## src/ldf_pkg.sv

```systemverilog
// ldf_pkg: shared types, constants and arithmetic helpers for the luma duotone fade pixel block.
// No dependencies; every other file of the block imports it.
package ldf_pkg;

  localparam int ChanW  = 8;
  localparam int ColorW = 24;
  localparam int PctW   = 7;
  localparam int IdxW   = 2;

  localparam logic [7:0] LumaWr  = 8'd54;
  localparam logic [7:0] LumaWg  = 8'd182;
  localparam logic [7:0] LumaWb  = 8'd19;
  localparam logic [7:0] Full    = 8'd255;
  localparam logic [6:0] PctMax  = 7'd100;
  // 5243 / 2^19 approximates 1/100, exact in floor for numerators below 43699
  localparam logic [12:0] Recip100 = 13'd5243;
  localparam int          RecipSh  = 19;

  typedef enum logic [IdxW-1:0] {
    REG_LIGHT = 2'd0,
    REG_DARK  = 2'd1,
    REG_FADE  = 2'd2
  } reg_idx_t;

  typedef struct packed {
    logic [ChanW-1:0] r;
    logic [ChanW-1:0] g;
    logic [ChanW-1:0] b;
  } pixel_t;

  typedef struct packed {
    pixel_t           src;
    logic [ChanW-1:0] grey;
  } luma_word_t;

  typedef struct packed {
    pixel_t src;
    pixel_t grad;
  } grad_word_t;

  function automatic logic [ChanW-1:0] mix(input logic [ChanW-1:0] hi,
                                           input logic [ChanW-1:0] lo,
                                           input logic [ChanW-1:0] w);
    logic [15:0] sum;
    sum = 16'(hi) * 16'(w) + 16'(lo) * 16'(Full - w);
    return sum[15:8];
  endfunction

  function automatic logic [ChanW-1:0] luma(input pixel_t p);
    logic [15:0] sum;
    sum = 16'(p.r) * 16'(LumaWr) + 16'(p.g) * 16'(LumaWg) + 16'(p.b) * 16'(LumaWb);
    return sum[15:8];
  endfunction

  // alpha = floor(255 * min(pct, 100) / 100)
  function automatic logic [ChanW-1:0] alpha_of(input logic [PctW-1:0] pct);
    logic [PctW-1:0] p;
    logic [14:0]     x;
    logic [27:0]     q;
    p = (pct > PctMax) ? PctMax : pct;
    x = (15'(p) << 8) - 15'(p);
    q = 28'(x) * 28'(Recip100);
    return q[RecipSh +: ChanW];
  endfunction

endpackage

```

## src/ldf_ifs.sv

```systemverilog
// ldf_ifs: valid/ready channel interfaces for pixel input, pixel result and register writes.
// Depends on ldf_pkg for widths.
interface ldf_in_if;
  import ldf_pkg::*;
  logic             valid;
  logic             ready;
  logic [ChanW-1:0] in_red;
  logic [ChanW-1:0] in_green;
  logic [ChanW-1:0] in_blue;
  modport source (output valid, in_red, in_green, in_blue, input ready);
  modport sink   (input valid, in_red, in_green, in_blue, output ready);
endinterface

interface ldf_out_if;
  import ldf_pkg::*;
  logic             valid;
  logic             ready;
  logic [ChanW-1:0] out_red;
  logic [ChanW-1:0] out_green;
  logic [ChanW-1:0] out_blue;
  modport source (output valid, out_red, out_green, out_blue, input ready);
  modport sink   (input valid, out_red, out_green, out_blue, output ready);
endinterface

interface ldf_cfg_if;
  import ldf_pkg::*;
  logic              valid;
  logic              ready;
  logic [IdxW-1:0]   index;
  logic [ColorW-1:0] data;
  modport source (output valid, index, data, input ready);
  modport sink   (input valid, index, data, output ready);
endinterface

```

## src/ldf_cfg_regs.sv

```systemverilog
// ldf_cfg_regs: register file for the gradient colors and the fade alpha.
// Depends on ldf_pkg and the ldf_cfg_if interface.
module ldf_cfg_regs (
  input  logic                     clk,
  input  logic                     rst,
  ldf_cfg_if.sink                  cfg,
  output logic [ldf_pkg::ColorW-1:0] light,
  output logic [ldf_pkg::ColorW-1:0] dark,
  output logic [ldf_pkg::ChanW-1:0]  alpha
);
  import ldf_pkg::*;

  assign cfg.ready = 1'b1;

  // alpha is stored already converted from percent
  always_ff @(posedge clk) begin
    if (rst) begin
      light <= {ColorW{1'b1}};
      dark  <= '0;
      alpha <= '0;
    end else if (cfg.valid && cfg.ready) begin
      case (reg_idx_t'(cfg.index))
        REG_LIGHT: light <= cfg.data;
        REG_DARK:  dark  <= cfg.data;
        REG_FADE:  alpha <= alpha_of(cfg.data[PctW-1:0]);
        default: ;
      endcase
    end
  end

endmodule

```

## src/ldf_luma.sv

```systemverilog
// ldf_luma: first pipeline stage, weighted grey of the source pixel.
// Depends on ldf_pkg.
module ldf_luma (
  input  logic                 clk,
  input  logic                 rst,
  input  logic                 up_valid,
  output logic                 up_ready,
  input  ldf_pkg::pixel_t      up_word,
  output logic                 dn_valid,
  input  logic                 dn_ready,
  output ldf_pkg::luma_word_t  dn_word
);
  import ldf_pkg::*;

  assign up_ready = !dn_valid || dn_ready;

  always_ff @(posedge clk) begin
    if (rst) begin
      dn_valid <= 1'b0;
    end else if (up_ready) begin
      dn_valid <= up_valid;
    end
  end

  always_ff @(posedge clk) begin
    if (up_ready && up_valid) begin
      dn_word.src  <= up_word;
      dn_word.grey <= luma(up_word);
    end
  end

endmodule

```

## src/ldf_grad.sv

```systemverilog
// ldf_grad: second pipeline stage, maps grey onto the dark-to-light gradient per channel.
// Depends on ldf_pkg.
module ldf_grad (
  input  logic                       clk,
  input  logic                       rst,
  input  logic [ldf_pkg::ColorW-1:0] light,
  input  logic [ldf_pkg::ColorW-1:0] dark,
  input  logic                       up_valid,
  output logic                       up_ready,
  input  ldf_pkg::luma_word_t        up_word,
  output logic                       dn_valid,
  input  logic                       dn_ready,
  output ldf_pkg::grad_word_t        dn_word
);
  import ldf_pkg::*;

  pixel_t light_px;
  pixel_t dark_px;

  assign light_px = light;
  assign dark_px  = dark;
  assign up_ready = !dn_valid || dn_ready;

  always_ff @(posedge clk) begin
    if (rst) begin
      dn_valid <= 1'b0;
    end else if (up_ready) begin
      dn_valid <= up_valid;
    end
  end

  always_ff @(posedge clk) begin
    if (up_ready && up_valid) begin
      dn_word.src    <= up_word.src;
      dn_word.grad.r <= mix(light_px.r, dark_px.r, up_word.grey);
      dn_word.grad.g <= mix(light_px.g, dark_px.g, up_word.grey);
      dn_word.grad.b <= mix(light_px.b, dark_px.b, up_word.grey);
    end
  end

endmodule

```

## src/ldf_blend.sv

```systemverilog
// ldf_blend: last pipeline stage, fades gradient color over the source; output register.
// Depends on ldf_pkg.
module ldf_blend (
  input  logic                      clk,
  input  logic                      rst,
  input  logic [ldf_pkg::ChanW-1:0] alpha,
  input  logic                      up_valid,
  output logic                      up_ready,
  input  ldf_pkg::grad_word_t       up_word,
  output logic                      dn_valid,
  input  logic                      dn_ready,
  output ldf_pkg::pixel_t           dn_word
);
  import ldf_pkg::*;

  assign up_ready = !dn_valid || dn_ready;

  always_ff @(posedge clk) begin
    if (rst) begin
      dn_valid <= 1'b0;
    end else if (up_ready) begin
      dn_valid <= up_valid;
    end
  end

  always_ff @(posedge clk) begin
    if (up_ready && up_valid) begin
      dn_word.r <= mix(up_word.grad.r, up_word.src.r, alpha);
      dn_word.g <= mix(up_word.grad.g, up_word.src.g, alpha);
      dn_word.b <= mix(up_word.grad.b, up_word.src.b, alpha);
    end
  end

endmodule

```

## src/luma_duotone_fade_pixel.sv

```systemverilog
// luma_duotone_fade_pixel: top level of the grey duotone colorize and fade pixel block.
// Depends on ldf_pkg, ldf_ifs, ldf_cfg_regs, ldf_luma, ldf_grad and ldf_blend.
//
// Usage:
//   pixel  - input channel, one RGB word per accepted handshake.
//   result - output channel, one RGB word for every input word, in order.
//   cfg    - register writes: index 0 light color, 1 dark color, 2 fade percent.
//            Always ready; writes to index 3 are dropped. Write only while idle.
// Each word passes three register stages in order: grey, gradient, blend. The
// blend register drives result directly.
// Throughput is one word per clock while result is not stalled: a stage reloads in
// the same cycle it hands its word on, since its ready follows the ready of the stage
// after it. Each stage is one layer of 8x8 products and their sum.
// When the receiver stalls, the last stage holds its word and stages behind it
// keep filling empty slots; pixel.ready drops only once all three stages are full.
// Reset (rst, synchronous) empties the pipeline and sets light to white, dark to
// black and fade to zero percent.
module luma_duotone_fade_pixel (
  input  logic      clk,
  input  logic      rst,
  ldf_in_if.sink    pixel,
  ldf_out_if.source result,
  ldf_cfg_if.sink   cfg
);
  import ldf_pkg::*;

  logic [ColorW-1:0] light;
  logic [ColorW-1:0] dark;
  logic [ChanW-1:0]  alpha;

  pixel_t     src_word;
  pixel_t     out_word;
  luma_word_t luma_word;
  grad_word_t grad_word;
  logic       luma_valid;
  logic       luma_ready;
  logic       grad_valid;
  logic       grad_ready;

  assign src_word.r = pixel.in_red;
  assign src_word.g = pixel.in_green;
  assign src_word.b = pixel.in_blue;

  ldf_cfg_regs u_regs (
    .clk   (clk),
    .rst   (rst),
    .cfg   (cfg),
    .light (light),
    .dark  (dark),
    .alpha (alpha)
  );

  ldf_luma u_luma (
    .clk      (clk),
    .rst      (rst),
    .up_valid (pixel.valid),
    .up_ready (pixel.ready),
    .up_word  (src_word),
    .dn_valid (luma_valid),
    .dn_ready (luma_ready),
    .dn_word  (luma_word)
  );

  ldf_grad u_grad (
    .clk      (clk),
    .rst      (rst),
    .light    (light),
    .dark     (dark),
    .up_valid (luma_valid),
    .up_ready (luma_ready),
    .up_word  (luma_word),
    .dn_valid (grad_valid),
    .dn_ready (grad_ready),
    .dn_word  (grad_word)
  );

  ldf_blend u_blend (
    .clk      (clk),
    .rst      (rst),
    .alpha    (alpha),
    .up_valid (grad_valid),
    .up_ready (grad_ready),
    .up_word  (grad_word),
    .dn_valid (result.valid),
    .dn_ready (result.ready),
    .dn_word  (out_word)
  );

  assign result.out_red   = out_word.r;
  assign result.out_green = out_word.g;
  assign result.out_blue  = out_word.b;

endmodule
```

## src/flat_wrapper.sv

```systemverilog
// flat-port wrapper written by rule: the top's interface ports become plain ports
module luma_duotone_fade_pixel_flat import ldf_pkg::*;
  (clk, rst, pixel_valid, pixel_in_red, pixel_in_green, pixel_in_blue, pixel_ready, result_valid, result_out_red, result_out_green, result_out_blue, result_ready, cfg_valid, cfg_index, cfg_data, cfg_ready);
  ldf_in_if pixel_i ();
  ldf_out_if result_i ();
  ldf_cfg_if cfg_i ();
  input  logic clk;
  input  logic rst;
  input wire logic [$bits(pixel_i.valid)-1:0] pixel_valid;
  input wire logic [$bits(pixel_i.in_red)-1:0] pixel_in_red;
  input wire logic [$bits(pixel_i.in_green)-1:0] pixel_in_green;
  input wire logic [$bits(pixel_i.in_blue)-1:0] pixel_in_blue;
  output wire logic [$bits(pixel_i.ready)-1:0] pixel_ready;
  output wire logic [$bits(result_i.valid)-1:0] result_valid;
  output wire logic [$bits(result_i.out_red)-1:0] result_out_red;
  output wire logic [$bits(result_i.out_green)-1:0] result_out_green;
  output wire logic [$bits(result_i.out_blue)-1:0] result_out_blue;
  input wire logic [$bits(result_i.ready)-1:0] result_ready;
  input wire logic [$bits(cfg_i.valid)-1:0] cfg_valid;
  input wire logic [$bits(cfg_i.index)-1:0] cfg_index;
  input wire logic [$bits(cfg_i.data)-1:0] cfg_data;
  output wire logic [$bits(cfg_i.ready)-1:0] cfg_ready;
  assign pixel_i.valid = pixel_valid;
  assign pixel_i.in_red = pixel_in_red;
  assign pixel_i.in_green = pixel_in_green;
  assign pixel_i.in_blue = pixel_in_blue;
  assign pixel_ready = pixel_i.ready;
  assign result_valid = result_i.valid;
  assign result_out_red = result_i.out_red;
  assign result_out_green = result_i.out_green;
  assign result_out_blue = result_i.out_blue;
  assign result_i.ready = result_ready;
  assign cfg_i.valid = cfg_valid;
  assign cfg_i.index = cfg_index;
  assign cfg_i.data = cfg_data;
  assign cfg_ready = cfg_i.ready;
  luma_duotone_fade_pixel u_core (.clk(clk), .rst(rst), .pixel(pixel_i), .result(result_i), .cfg(cfg_i));
endmodule
```

## config.mk

```make
export PLATFORM = sky130hd
export DESIGN_NAME = luma_duotone_fade_pixel_flat
export DESIGN_NICKNAME = d
export VERILOG_FILES = /design/src/ldf_pkg.sv /design/src/ldf_ifs.sv /design/src/ldf_cfg_regs.sv /design/src/ldf_luma.sv /design/src/ldf_grad.sv /design/src/ldf_blend.sv /design/src/luma_duotone_fade_pixel.sv /design/src/flat_wrapper.sv
export SDC_FILE = /design/constraint.sdc
export NUM_CORES = 2
export LEC_CHECK = 0
export BUFFER_PORTS_ARGS = -buffer_cell sky130_fd_sc_hd__buf_2
export CAP_MARGIN = 20
export CORE_MARGIN = 5
export CORE_UTILIZATION = 60
export CTS_CLUSTER_SIZE = 24
export DETAILED_ROUTE_END_ITERATION = 8
export GPL_ROUTABILITY_DRIVEN = 0
export PLACE_DENSITY_LB_ADDON = 0.1
export SETUP_SLACK_MARGIN = 0.2
export SKIP_CTS_REPAIR_TIMING = 1
export SLEW_MARGIN = 0
export SYNTH_ARGS = -nofsm -noshare
export SYNTH_HDL_FRONTEND = slang
export SYNTH_SLANG_ARGS = --single-unit
```

## constraint.sdc

```tcl
create_clock -name clk -period 13.9 [get_ports clk]
set_input_delay 1.39 -clock clk [delete_from_list [all_inputs] [get_ports clk]]
set_output_delay 1.39 -clock clk [all_outputs]
set_load 0.02 [all_outputs]
```

Word-level counts from Yosys, hierarchy flattened
Index checks and enable logic that the tools add are counted.

cells by class
  $add $sub $neg = 11
  multipliers = 16
  divide/modulo/power cells = 0
  order comparisons = 1
  equality and inequality tests = 2
  shifts and indexed selects = 0
  multiplexer cells = 1
  bitwise gates (word level) = 0
  reductions and logical operators = 13

operator list
  cell                                                                   count
  16-bit adder                                                           6
  8-bit by 8-bit multiplier with 16-bit output                           6
  8-bit by 16-bit multiplier with 16-bit output                          4
  9-bit by 9-bit multiplier with 16-bit output                           2
  15-bit by 13-bit multiplier with 27-bit output, second input constant  1
  8-bit by 5-bit multiplier with 13-bit output, second input constant    2
  8-bit by 8-bit subtractor with 9-bit output, first input constant      2
  14-bit by 16-bit adder with 16-bit output                              1
  16-bit by 13-bit adder with 16-bit output                              1
  8-bit by 7-bit multiplier with 15-bit output, second input constant    1
  15-bit by 7-bit subtractor with 15-bit output                          1
  7-bit > comparator, second input constant                              1
  7-bit two-way mux                                                      1
  2-bit AND reduction                                                    3
  1-bit logical AND                                                      3
  1-bit zero test                                                        3
  1-bit logical OR                                                       3
  2-bit by 1-bit == test with 1-bit output, second input constant        1
  2-bit == test, second input constant                                   1
  2-bit zero test                                                        1

word-level totals
  flip-flop bits (word level) = 163
  bits in latches = 0
  bits in writable memories = 0
  memory bits (read-only) = 0
  bits of input ports = 55
  output and inout port bits = 27
  logic and storage cells = 63
  memories = 0

Depth between registers and ports, before layout
  depth after elaboration = 5
  depth in mapped cells = 26
  depth with buffers taken out = 26

Hierarchy
From an unflattened synthesis, not the netlist that was laid out.

second synthesis, totals
  cell total of the unflattened synthesis = 3995
  area total of the unflattened synthesis = 37928.9 µm²

by module, submodules not included
  module        times used  cells an instance  area each (µm²)
  ldf_grad      1           1457               14153.6
  ldf_blend     1           1428               13317.8
  ldf_cfg_regs  1           722                6239.7
  ldf_luma      1           388                4217.8

Worst setup path before layout
Ideal clock, no wire load.

  path type = in2reg
  from = input cfg_data[5]
  to = register u_core.u_regs.alpha[6] (netlist name)
  setup time = 62 ps
  data arrival time = 7772 ps
  data required time = 13838 ps
  slack = 6065 ps
  stages = 25
  path through = clkbuf_1 -> nand2_1 -> o21ai_0 -> ha_1 -> nand2_1 -> or2_2 -> xnor2_1 -> ha_1 -> inv_1 -> fa_1 -> inv_1 -> fa_1 -> inv_1 -> fa_1 -> fa_1 -> inv_1 -> ha_1 -> o21a_1 -> nor2_1 -> nor3b_1 -> o41ai_1 -> a221o_1 -> o31a_1 -> or4_1 -> nand3_1

between the ends
  longest elaborated chain between the ends = 4

ends and longest elaborated chain
  what                                              line                text
  start, declared                                   flat_wrapper.sv:21  input wire logic [$bits(cfg_i.data)-1:0] cfg_data;
  7-bit > comparator                                ldf_pkg.sv:60       p = (pct > PctMax) ? PctMax : pct;
  7-bit two-way mux *                               ldf_pkg.sv:60
  15-bit by 7-bit subtractor with 15-bit output *   ldf_pkg.sv:61       x = (15'(p) << 8) - 15'(p);
  15-bit by 13-bit multiplier with 27-bit output *  ldf_pkg.sv:62       q = 28'(x) * 28'(Recip100);
  end signal, assigned                              ldf_cfg_regs.sv:25  REG_FADE: alpha <= alpha_of(cfg.data[PctW-1:0]);
  end, declared                                     ldf_cfg_regs.sv:9   output logic [ldf_pkg::ChanW-1:0] alpha

Mark *: on every way between the ends. The rest lies on a longest branch, timed or not.
A chain may end at the register's enable or synchronous reset.

Final worst setup path
Same ends and word-level chain as after synthesis.

==> impl_metrics.ini <==
[min_path]
hold_class = flip-flop to flip-flop
holdCritStartpoint = u_core.u_luma.dn_word[11]

[timing]
setup_viol = 0
post-route-period-util_pct = 57.0
slew_violations = 0
rsz0062_at_grt = false
period_minus_slack_ns = 7.93
whs_ns = 0.413
relSlewSlack_pct = 27.8
hold_viol_final = 0
finClkSkew_ns = 0.0263
fmax_ghz = 0.126
fin_ws_ns = 5.97
tightestPinTransition_ns = 1.07
timing.setup.tns_ns = 0

[grt]
grt_pass1_wl_um = 131000
antenna_found_initial = 7
grt_overflow = 0
grt_max_degree = 50
grt_usage_pct = 24.4
grt_pass1_vias = 25800

[place]
hpwl_um = 61800
post_dp_cell_area_um2 = 38200
port_buffers = 80
post-place-ws_ns = 5.51

[synthesis]
synth_cells = 3869
ys.flop_type = edfxtp_1
synth_top_area_cell = fa_1
yosys_register_bits = 163
syn_nets = 5164
synth_edf_count = 104
synth-seq-area-share_pct = 11.6
syn_area_per_cell_um2 = 9.57
yosys_warnings = 0
synth-async-reset-ratio_pct = 0
synth_top_area_share_pct = 36.8
synthTopCellsByCount = inv_1, fa_1, ha_1
ys_types = 63
yosysMostFrequentCell = inv_1
ys_top_cells_by_area = fa_1, ha_1, inv_1, edfxtp_1, nor2b_1
syn-cell-area_um2 = 37000

[setup_path]
cp-start-kind = input port
path_max_fanout = 10
critPathRequiredTime_ns = 14.33
critPathCaptureType = flip-flop
critPathKind = input port to flip-flop
r2r_start = u_core.u_luma.dn_word[4]
cp-startpoint = cfg_data[5]
arrival_ns = 8.35

[drt]
drc = 0
drt-total-wl_um = 76600
dr.pass1.iters = 5
vias_per_cell = 5.15
wire_per_inst_um = 16.4
ant_nets = 0
drt_iter0_markers = 1252
dr_total_vias = 24100

[clock_network]
htreeDepth = 4
cts.path.max_buffers = 2
clockRootBuffer = clkbuf_16
cts_tree = yes
clock_latency_ns = 0.50
numCtsBuffers = 17
clk_pin_slew_ns = 0.07
cts.sinks = 163

[job]
drv_cap = 0

[die]
die_x_um = 258
core-area_um2 = 61400
initial_core_util_pct = 60.3
dieArea_um2 = 66800
num_io_pins = 82
die_h_um = 258
rows = 91

[run_status]
outcome = finished, final reports clean

[layout]
finalInstanceArea_um2 = 38800
num-nets-final = 5172
layout-drive-gt1-share_pct = 3.93
area_growth_pct = 4.76
per-layer routing:
metal | vias up | global-route usage [%] | share of wire, %
li1 | 11600 | - | -
met1 | 12100 | 34.7 | 47
met3 | 65 | 3.60 | 4.0
met2 | 359 | 40.5 | 48
met4 | 6 | 4.78 | 1.3
met5 | - | 0 | 0.061
layout make-up:
cell class,count,area (um2)
multi-input combinational,2606,28600
fill,5196,22600
sequential,163,4310
inverter,986,3700
tap,790,988
timing repair buffer,103,591
clock buffer,20,437
clock inverter,12,133
antenna,5,12.5
stage by stage:
step                      util, %  instances
after global routing         63.2       4683
after floorplan                 -       3869
after global placement       62.2       4647
final                        63.2       4685
after CTS                    63.2       4679
after detailed placement     62.2       4647
cells by family (layout without fill, tap and decap cells):
family,after synthesis,count (layout),share of synthesized area [%]
fa+ha+maj,1240,1240,55.7
compound gates,192,192,3.34
simple gates,1045,1045,15.0
mux,28,28,0.807
other cells,1,6,0.0101
flops,163,163,11.6
xor+xnor,100,100,2.36
buf+inv,1100,1121,11.2
final timing paths:
kind | end | slack [ns] | cells after the start
worst max-delay path | u_core.u_regs.alpha[6] | 5.97 | 25
worst min-delay path | u_core.u_grad.dn_word[27] | 0.41 | 0
worst max register to register | u_core.u_grad.dn_word[23] | 7.31 | 19
worst min register to register | u_core.u_grad.dn_word[27] | 0.41 | 0
worst max-delay path: stages:
cell     delay, ns
buf_2         0.23
nand2_1       0.21
o21ai_0       0.56
ha_1          0.36
nand2_1       0.10
or2_2         0.30
xnor2_1       0.68
ha_1          0.30
inv_1         0.06
fa_1          0.50
inv_1         0.05
fa_1          0.49
inv_1         0.06
fa_1          0.48
fa_1          0.48
inv_1         0.04
ha_1          0.30
o21a_1        0.13
nor2_1        0.04
nor3b_1       0.20
o41ai_1       0.17
a221o_1       0.39
o31a_1        0.33
or4_1         0.40
nand3_1       0.09
sequential cells by signal (all words and copies together), names as in the netlist:
signal,count
u_core.u_blend.dn_valid,1
u_core.u_blend.dn_word,24
u_core.u_grad.dn_valid,1
u_core.u_grad.dn_word,48
u_core.u_luma.dn_valid,1
u_core.u_luma.dn_word,32
u_core.u_regs.alpha,8
u_core.u_regs.dark,24
u_core.u_regs.light,24
placed cells by master (no fill, tap or decap), drive strengths merged, types with 21 or more instances in the layout:
cell type	synthesis	layout
inv	986	988
fa	681	681
ha	559	559
nand2	318	318
nor2b	247	247
and2	174	174
nand2b	151	151
edfxtp	104	104
buf	13	102
xnor2	79	79
nor2	76	76
a21oi	65	65
dfxtp	59	59
o21ai	39	39
mux2i	26	26
nor3	25	25
o21a	22	22
xor2	21	21
a21o	21	21
clkbuf	101	21
Power is not shown: default switching activity piles up to over one toggle a cycle in this logic, so the estimate is an artifact.
